## config.mk

```make
export PLATFORM = sky130hd
export DESIGN_NAME = multi_mailbox_ring_queue
export DESIGN_NICKNAME = d
export VERILOG_FILES = /design/src/mmrq_pkg.sv /design/src/multi_mailbox_ring_queue.sv /design/src/mmrq_front.sv /design/src/mmrq_queue.sv /design/src/mmrq_back.sv
export SDC_FILE = /design/constraint.sdc
export NUM_CORES = 2
export LEC_CHECK = 0
export ABC_CLOCK_PERIOD_IN_PS = 10100
export BUFFER_PORTS_ARGS = -buffer_cell sky130_fd_sc_hd__buf_2
export CAP_MARGIN = 40
export CORE_UTILIZATION = 45
export DETAILED_ROUTE_END_ITERATION = 7
export PLACE_DENSITY_LB_ADDON = 0.1
export SLEW_MARGIN = 20
export SYNTH_ARGS = -nofsm -noshare
export SYNTH_HDL_FRONTEND = slang
export SYNTH_MEMORY_MAX_BITS = 65536
export SYNTH_SLANG_ARGS = --single-unit
```

## constraint.sdc

```tcl
create_clock -name clk -period 10.1 [get_ports clk]
set_clock_uncertainty 0.05 [all_clocks]
set_input_delay 0.505 -clock clk [delete_from_list [all_inputs] [get_ports clk]]
set_output_delay 0.505 -clock clk [all_outputs]
set_load 0.01 [all_outputs]
```

## src/mmrq_pkg.sv

```systemverilog
// Shared types, codes and constants for the multi-mailbox ring queue.
`default_nettype none
package mmrq_pkg;

	// Default sizes for the top-level parameters, and the request FIFO depth
	localparam int DEF_MAILBOXES    = 8;
	localparam int DEF_SLOTS        = 16;
	localparam int DEF_MESSAGE_BITS = 32;
	localparam int QUEUE_DEPTH      = 2;

	// Fixed field widths
	localparam int ACTION_W  = 2;
	localparam int ID_W      = 4;
	localparam int MSG_IN_W  = 32;
	localparam int STATUS_W  = 3;
	localparam int COUNT_W   = 4;
	localparam int KIND_W    = 3;

	localparam logic [COUNT_W-1:0] COUNT_RESET = 4'd8;

	// Action codes
	localparam logic [ACTION_W-1:0] ACT_SEND = 2'd0;
	localparam logic [ACTION_W-1:0] ACT_RECV = 2'd1;
	localparam logic [ACTION_W-1:0] ACT_PEEK = 2'd2;

	// Status codes
	localparam logic [STATUS_W-1:0] ST_OK         = 3'd0;
	localparam logic [STATUS_W-1:0] ST_BAD_ID     = 3'd1;
	localparam logic [STATUS_W-1:0] ST_NO_MAILBOX = 3'd2;
	localparam logic [STATUS_W-1:0] ST_OVERFLOW   = 3'd3;
	localparam logic [STATUS_W-1:0] ST_EMPTY      = 3'd4;

	// Classified request kinds handed from front to back
	typedef logic [KIND_W-1:0] kind_t;
	localparam kind_t K_BAD_ID = 3'd0;
	localparam kind_t K_NO_BOX = 3'd1;
	localparam kind_t K_SEND   = 3'd2;
	localparam kind_t K_RECV   = 3'd3;
	localparam kind_t K_PEEK   = 3'd4;
	localparam kind_t K_NOP    = 3'd5;

	typedef struct packed {
		logic [ACTION_W-1:0] action;
		logic [ID_W-1:0]     mailbox_id;
		logic [MSG_IN_W-1:0] message_in;
	} request_t;

	typedef struct packed {
		logic [STATUS_W-1:0] status;
		logic [MSG_IN_W-1:0] message_out;
	} result_t;

	function automatic int box_width(input int n);
		int w;
		w = (n > 1) ? $clog2(n) : 1;
		return w;
	endfunction

endpackage
`default_nettype wire

```

## src/multi_mailbox_ring_queue.sv

```systemverilog
// Top level of the multi-mailbox ring queue.
// A request is written into the request FIFO; the back end registers its result with done.
// Throughput: one request per cycle; the back end retires one request each cycle it
// holds one, limited by the single pointer read-modify-write and one store port.
// busy stays low: the back end drains every entry the cycle after it lands, so the
// two-entry request FIFO never holds more than one; done can never be held off.
// Reset (arst_n low): all head and tail pointers to zero, mailbox count to 8, FIFO empty.
`default_nettype none
module multi_mailbox_ring_queue #(
	parameter int MAILBOXES    = mmrq_pkg::DEF_MAILBOXES,
	parameter int SLOTS        = mmrq_pkg::DEF_SLOTS,
	parameter int MESSAGE_BITS = mmrq_pkg::DEF_MESSAGE_BITS
) (
	input  wire logic                          clk,
	input  wire logic                          arst_n,
	input  wire logic                          start,
	output logic                               busy,
	input  wire mmrq_pkg::request_t            request,
	output logic                               done,
	output mmrq_pkg::result_t                  result,
	input  wire logic                          cfg_valid,
	output logic                               cfg_ready,
	input  wire logic [mmrq_pkg::COUNT_W-1:0]  cfg_data
);
	// One FIFO entry: classified kind, zero-based mailbox index, stored word
	localparam int ENTRY_W =
		mmrq_pkg::KIND_W + mmrq_pkg::box_width(MAILBOXES) + MESSAGE_BITS;

	logic               push;
	logic               pop;
	logic               q_valid;
	logic               q_full;
	logic [ENTRY_W-1:0] push_entry;
	logic [ENTRY_W-1:0] head_entry;

	// Hold off new requests only while the FIFO is full
	assign busy = q_full;

	// Front: check the id against the configured count, classify the request
	mmrq_front #(
		.MAILBOXES    (MAILBOXES),
		.MESSAGE_BITS (MESSAGE_BITS)
	) u_front (
		.clk       (clk),
		.arst_n    (arst_n),
		.start     (start),
		.request   (request),
		.cfg_valid (cfg_valid),
		.cfg_ready (cfg_ready),
		.cfg_data  (cfg_data),
		.full      (q_full),
		.push      (push),
		.entry     (push_entry)
	);

	// Decouple classification from execution
	mmrq_queue #(
		.WIDTH (ENTRY_W),
		.DEPTH (mmrq_pkg::QUEUE_DEPTH)
	) u_queue (
		.clk       (clk),
		.arst_n    (arst_n),
		.push      (push),
		.push_data (push_entry),
		.pop       (pop),
		.valid     (q_valid),
		.head_data (head_entry),
		.full      (q_full)
	);

	// Back: advance pointers with wrap, access the store, register the result
	mmrq_back #(
		.MAILBOXES    (MAILBOXES),
		.SLOTS        (SLOTS),
		.MESSAGE_BITS (MESSAGE_BITS)
	) u_back (
		.clk    (clk),
		.arst_n (arst_n),
		.valid  (q_valid),
		.entry  (head_entry),
		.pop    (pop),
		.done   (done),
		.result (result)
	);

endmodule
`default_nettype wire

```

## src/mmrq_front.sv

```systemverilog
// Front end: mailbox count register and request classification.
`default_nettype none
module mmrq_front #(
	parameter int MAILBOXES    = mmrq_pkg::DEF_MAILBOXES,
	parameter int MESSAGE_BITS = mmrq_pkg::DEF_MESSAGE_BITS
) (
	input  wire logic                 clk,
	input  wire logic                 arst_n,
	input  wire logic                 start,
	input  wire mmrq_pkg::request_t   request,
	input  wire logic                 cfg_valid,
	output logic                      cfg_ready,
	input  wire logic [mmrq_pkg::COUNT_W-1:0] cfg_data,
	input  wire logic                 full,
	output logic                      push,
	output logic [mmrq_pkg::KIND_W+mmrq_pkg::box_width(MAILBOXES)+MESSAGE_BITS-1:0] entry
);
	localparam int BOX_W = mmrq_pkg::box_width(MAILBOXES);

	logic [mmrq_pkg::COUNT_W-1:0] count_q;
	mmrq_pkg::kind_t              kind;
	logic [mmrq_pkg::ID_W-1:0]    id_m1;
	logic [BOX_W-1:0]             box;

	assign cfg_ready = 1'b1;

	always_ff @(posedge clk or negedge arst_n) begin
		if (!arst_n) begin
			count_q <= mmrq_pkg::COUNT_RESET;
		end else if (cfg_valid && cfg_ready) begin
			count_q <= cfg_data;
		end
	end

	always_comb begin
		if (request.mailbox_id == '0) begin
			kind = mmrq_pkg::K_BAD_ID;
		end else if ((request.mailbox_id > count_q) ||
				(int'(request.mailbox_id) > MAILBOXES)) begin
			kind = mmrq_pkg::K_NO_BOX;
		end else begin
			unique case (request.action)
				mmrq_pkg::ACT_SEND: kind = mmrq_pkg::K_SEND;
				mmrq_pkg::ACT_RECV: kind = mmrq_pkg::K_RECV;
				mmrq_pkg::ACT_PEEK: kind = mmrq_pkg::K_PEEK;
				default:            kind = mmrq_pkg::K_NOP;
			endcase
		end
	end

	assign id_m1 = request.mailbox_id - mmrq_pkg::ID_W'(1);
	assign box   = BOX_W'(id_m1);
	assign push  = start && !full;
	assign entry = {kind, box, MESSAGE_BITS'(request.message_in)};

endmodule
`default_nettype wire

```

## src/mmrq_queue.sv

```systemverilog
// Short FIFO between the front end and the back end.
`default_nettype none
module mmrq_queue #(
	parameter int WIDTH = 8,
	parameter int DEPTH = mmrq_pkg::QUEUE_DEPTH
) (
	input  wire logic             clk,
	input  wire logic             arst_n,
	input  wire logic             push,
	input  wire logic [WIDTH-1:0] push_data,
	input  wire logic             pop,
	output logic                  valid,
	output logic [WIDTH-1:0]      head_data,
	output logic                  full
);
	localparam int PTR_W = (DEPTH > 1) ? $clog2(DEPTH) : 1;
	localparam int CNT_W = $clog2(DEPTH + 1);

	logic [WIDTH-1:0] slot_q [DEPTH];
	logic [PTR_W-1:0] wr_q;
	logic [PTR_W-1:0] rd_q;
	logic [CNT_W-1:0] cnt_q;
	logic             do_pop;

	assign valid     = (cnt_q != '0);
	assign full      = (cnt_q == CNT_W'(DEPTH));
	assign head_data = slot_q[rd_q];
	assign do_pop    = pop && valid;

	always_ff @(posedge clk) begin
		if (push) begin
			slot_q[wr_q] <= push_data;
		end
	end

	always_ff @(posedge clk or negedge arst_n) begin
		if (!arst_n) begin
			wr_q  <= '0;
			rd_q  <= '0;
			cnt_q <= '0;
		end else begin
			if (push) begin
				wr_q <= (wr_q == PTR_W'(DEPTH - 1)) ? '0 : wr_q + PTR_W'(1);
			end
			if (do_pop) begin
				rd_q <= (rd_q == PTR_W'(DEPTH - 1)) ? '0 : rd_q + PTR_W'(1);
			end
			if (push && !do_pop) begin
				cnt_q <= cnt_q + CNT_W'(1);
			end else if (do_pop && !push) begin
				cnt_q <= cnt_q - CNT_W'(1);
			end
		end
	end

endmodule
`default_nettype wire

```

## src/mmrq_back.sv

```systemverilog
// Back end: per-mailbox pointers, message store and result register.
`default_nettype none
module mmrq_back #(
	parameter int MAILBOXES    = mmrq_pkg::DEF_MAILBOXES,
	parameter int SLOTS        = mmrq_pkg::DEF_SLOTS,
	parameter int MESSAGE_BITS = mmrq_pkg::DEF_MESSAGE_BITS
) (
	input  wire logic  clk,
	input  wire logic  arst_n,
	input  wire logic  valid,
	input  wire logic [mmrq_pkg::KIND_W+mmrq_pkg::box_width(MAILBOXES)+MESSAGE_BITS-1:0] entry,
	output logic       pop,
	output logic       done,
	output mmrq_pkg::result_t result
);
	localparam int BOX_W  = mmrq_pkg::box_width(MAILBOXES);
	localparam int PTR_W  = $clog2(SLOTS);
	localparam int WORDS  = MAILBOXES * SLOTS;
	localparam int ADDR_W = (WORDS > 1) ? $clog2(WORDS) : 1;

	logic [MESSAGE_BITS-1:0] mem [WORDS];
	logic [MESSAGE_BITS-1:0] rdata_q;
	logic [PTR_W-1:0]        rd_ptr_q [MAILBOXES];
	logic [PTR_W-1:0]        wr_ptr_q [MAILBOXES];

	mmrq_pkg::kind_t         kind;
	logic [BOX_W-1:0]        box;
	logic [MESSAGE_BITS-1:0] msg;
	logic [PTR_W-1:0]        head;
	logic [PTR_W-1:0]        tail;
	logic [PTR_W-1:0]        head_nx;
	logic [PTR_W-1:0]        tail_nx;
	logic [ADDR_W-1:0]       wr_addr;
	logic [ADDR_W-1:0]       rd_addr;
	logic                    we;
	logic                    re;
	logic                    adv_head;
	logic [mmrq_pkg::STATUS_W-1:0] status;

	logic                    done_s2;
	logic                    use_rd_s2;
	logic [mmrq_pkg::STATUS_W-1:0] status_s2;

	assign {kind, box, msg} = entry;
	assign pop = valid;

	assign head    = rd_ptr_q[box];
	assign tail    = wr_ptr_q[box];
	assign head_nx = (head == PTR_W'(SLOTS - 1)) ? '0 : head + PTR_W'(1);
	assign tail_nx = (tail == PTR_W'(SLOTS - 1)) ? '0 : tail + PTR_W'(1);
	assign wr_addr = ADDR_W'(int'(box) * SLOTS + int'(tail_nx));
	assign rd_addr = ADDR_W'(int'(box) * SLOTS + int'(head_nx));

	always_comb begin
		status   = mmrq_pkg::ST_OK;
		we       = 1'b0;
		re       = 1'b0;
		adv_head = 1'b0;
		unique case (kind) inside
			mmrq_pkg::K_BAD_ID: status = mmrq_pkg::ST_BAD_ID;
			mmrq_pkg::K_NO_BOX: status = mmrq_pkg::ST_NO_MAILBOX;
			mmrq_pkg::K_SEND: begin
				if (tail_nx == head) begin
					status = mmrq_pkg::ST_OVERFLOW;
				end else begin
					we = valid;
				end
			end
			mmrq_pkg::K_RECV, mmrq_pkg::K_PEEK: begin
				if (head == tail) begin
					status = mmrq_pkg::ST_EMPTY;
				end else begin
					re       = valid;
					adv_head = valid && (kind == mmrq_pkg::K_RECV);
				end
			end
			default: status = mmrq_pkg::ST_OK;
		endcase
	end

	// Message store: one write and one registered read per cycle
	always_ff @(posedge clk) begin
		if (we) begin
			mem[wr_addr] <= msg;
		end
		if (re) begin
			rdata_q <= mem[rd_addr];
		end
	end

	always_ff @(posedge clk or negedge arst_n) begin
		if (!arst_n) begin
			for (int i = 0; i < MAILBOXES; i++) begin
				rd_ptr_q[i] <= '0;
				wr_ptr_q[i] <= '0;
			end
			done_s2 <= 1'b0;
		end else begin
			if (we) begin
				wr_ptr_q[box] <= tail_nx;
			end
			if (adv_head) begin
				rd_ptr_q[box] <= head_nx;
			end
			done_s2 <= valid;
		end
	end

	always_ff @(posedge clk) begin
		status_s2 <= status;
		use_rd_s2 <= re;
	end

	assign done               = done_s2;
	assign result.status      = status_s2;
	assign result.message_out = use_rd_s2 ? mmrq_pkg::MSG_IN_W'(rdata_q) : '0;

endmodule
`default_nettype wire

```

==> run_results.csv <==
group,metric,value,unit
run_status,status,"complete, no violations",
synthesis,synth_area_per_cell,15.3,um2
timing,tns,0,ns
worst_setup_path,slowest_delay,0.78,ns
grt,grt_max_degree,151,
floorplan,core_region_area,366000,um2
timing,rsz0062_at_grt,"no",
detailed_routing,drt_drc_violations_left,0,
grt,grt_pass1_vias,96800,
detailed_routing,wl_met1,239,mm
synthesis,synth_top_cell_area_share,0.762,
worst_hold_path,min_path_type,"primary input to flop",
grt,track_usage,0.316,
worst_setup_path,critical-path-top-delay-family,"simple AND/OR/NAND/NOR gates",
finish,final_util,0.521,
synthesis,synth_edf_count,4204,
cts,holdBufCountCts,52,
worst_setup_path,crit_path_end_kind,"flop",
timing,setup_viol,0,
place,place.gp.congestion,0.895,
detailed_routing,dr_total_vias,104000,
synthesis,synth_most_common_cell,"edfxtp_1",
synthesis,synthTopCellsByArea,"edfxtp_1 (76%), nand2_1 (4.4%), a21oi_1 (3.6%)",
cts,clock_latency,1.01,ns
synthesis,ys_seq_area_frac,0.774,
synthesis,ys_async_sr_fraction,0.0171,
floorplan,die_w,609,um
detailed_routing,antenna_left,0,
timing,fmax,143,MHz
cts,postCtsSetupRepairBufs,0,
grt,grt_pass1_wl,812,mm
worst_setup_path,crit_type,"flop to flop",
synthesis,synth_fp_nets,10900,
cts,cts.clk_slew.worst_paths,0.06,ns
timing,final-max-slew-violation-count,0,
synthesis,yosys.cell_types.count,82,
worst_setup_path,start_kind,"flop",
run,cap_violations,0,
place,dpl.hpwl,349,mm
detailed_routing,vias_per_cell,6.32,
worst_setup_path,worstPathRequired,10.78,ns
synthesis,yosysWarnings,0,
floorplan,rows,222,
finish,synthToLayoutAreaGrowth,15.0,%
cts,cts_resized,0,
floorplan,die_area,370000,um2
grt,grt_overflow,0,
cts,h-tree-depth,5,
timing,period_share,0.692,
finish,drive_above_1_share,0.133,
synthesis,synth_top_area_cell,"edfxtp_1",
timing,finalHoldViolCount,0,
detailed_routing,dr.pass1.iters,6,
cts,cts.path.max_buffers,4,
floorplan,start_util,0.453,
cts,root_buffer,"clkbuf_16",
worst_setup_path,cp_max_fo,101,
floorplan,io_pins,84,
worst_setup_path,worst-endpoint-arrival,7.67,ns
timing,hold_slack,0.184,ns
detailed_routing,wire_per_inst,36.3,um
detailed_routing,wl_met2,267,mm
synthesis,syn_inst,10800,
worst_setup_path,crit_chain,"mux2_2, nand2_1, o221ai_1, a22oi_2, ha_4, nand3_4, buf_16, o21ai_4, buf_16, buf_12, buf_12, mux2i_1, a22oi_1, nand4_1, nand4_1, or4_1",
detailed_routing,met3_length,61.9,mm
finish,nNetsFinal,11200,
timing,period_needed,6.99,ns
synthesis,ys_ff_latch,4281,
synthesis,synth_flop_cell,"edfxtp_1",
worst_setup_path,critPathBufInv,4,
timing,worstMarginPinSlew,1.04,ns
detailed_routing,drt_first_iter_violations,15300,
synthesis,synth_area,166000,um2
grt,antenna_found_initial,85,
cts,cts_tree,"yes",
timing,slew-limit-headroom,0.299,
cts,cts_made_buffers,443,
floorplan,fp.dieH,609,um
synthesis,synthTopCellsByCount,"edfxtp_1 (4204), nand2_1 (1958), a21oi_1 (1199)",
cts,cts_sinks,4281,
detailed_routing,top_layer,"met5",
worst_setup_path,crit_slowest_cell,"nand4_1",
detailed_routing,totalWireLength,598,mm
place,portBuffers,82,
metrics by stage:
step	cell area (um2)	instances	worst slack, ns
after floorplan	166000	10800	4.82
final	190000	16500	3.11
after global routing	190000	16500	3.04
after detailed placement	175000	15400	2.77
after CTS	190000	16300	2.78
after global placement	174000	15300	2.38
placed cells by master (no fill, tap or decap), types with 16 or more instances in the layout:
cell type      instances
a211oi_1              55
a21boi_0              25
a21oi_1             1198
a22oi_1              434
and2_1                35
and3_1                22
buf_12                52
buf_16                41
buf_2                 82
buf_4                310
buf_8                 16
bufinv_16             36
clkbuf_1             105
clkbuf_16            450
clkinv_1             115
clkinv_2              91
dfrtp_1               71
diode_2              169
dlygate4sd3_1         51
edfxtp_1            4204
inv_1                 71
mux2_2                65
mux2_4                34
mux2i_1              440
mux4_2                99
nand2_1             1949
nand3_1              101
nand4_1              450
nand4b_1              19
nor2_1                61
nor2_4               139
nor3_1                19
o211a_1               44
o211ai_1             133
o21ai_0               62
o221ai_1              39
o22ai_1               71
or4_1                 31
path summary, 6_finish.rpt:
check | cells after the start | start | end | slack (ns)
min in group asynchronous | 4 | arst_n | u_back.rd_ptr_q[26] | 0.51
worst max register to register | 16 | u_queue.rd_q | u_back.rdata_q[27] | 3.11
worst min register to register | 1 | u_back.wr_ptr_q[22] | u_back.wr_ptr_q[22] | 0.44
worst max-delay path | 16 | u_queue.rd_q | u_back.rdata_q[27] | 3.11
max in group asynchronous | 4 | arst_n | u_front.count_q[3] | 9.17
worst min-delay path | 2 | request[5] | u_queue.slot_q[1][5] | 0.18
final cells by class:
type,instances,area (um2)
Sequential cell,4281,128000
Multi-Input combinational cell,5752,35700
Tap cell,4816,6030
Inverter,73,274
Fill cell,29900,175000
Timing Repair Buffer,561,5760
Clock inverter,273,2440
Clock buffer,558,11700
Antenna cell,169,423
cell families after synthesis:
logic type               after synthesis  share of synthesized area
multiplexers                         646                     0.0474
AO/OA/AOI/OAI                       2175                     0.0809
other                                  1                  0.0000226
flip-flops                          4281                      0.774
buffers and inverters                782                     0.0194
XOR/XNOR                              15                   0.000793
adder cells (fa/ha/maj)                8                   0.000604
AND/OR/NAND/NOR                     2907                     0.0770
registers in the layout (all words and copies together) (netlist names):
register,flops
u_back.mem,4096
u_queue.slot_q,76
u_back.rd_ptr_q,32
u_back.rdata_q,32
u_back.wr_ptr_q,32
u_front.count_q,4
u_back.status_s2,3
u_queue.cnt_q,2
u_back.done,1
u_back.use_rd_s2,1
u_queue.rd_q,1
u_queue.wr_q,1
worst reg2reg max path, stage by stage (launching register included):
cell and delay [ns]:
dfrtp_2 0.59, mux2_2 0.51, nand2_1 0.20, o221ai_1 0.16, a22oi_2 0.42, ha_4 0.30, nand3_4 0.13, buf_16 0.23
o21ai_4 0.54, buf_16 0.25, buf_12 0.30, buf_12 0.46, mux2i_1 0.46, a22oi_1 0.16, nand4_1 0.45, nand4_1 0.79
or4_1 0.74
per-layer routing:
metal,vias to the layer above,track usage
met5,-,0
met1,54400,0.448
met4,32,0.148
li1,42600,-
met3,1055,0.0628
met2,6074,0.471
Power is not shown: default switching activity piles up to over one toggle a cycle in this logic, so the estimate is an artifact.
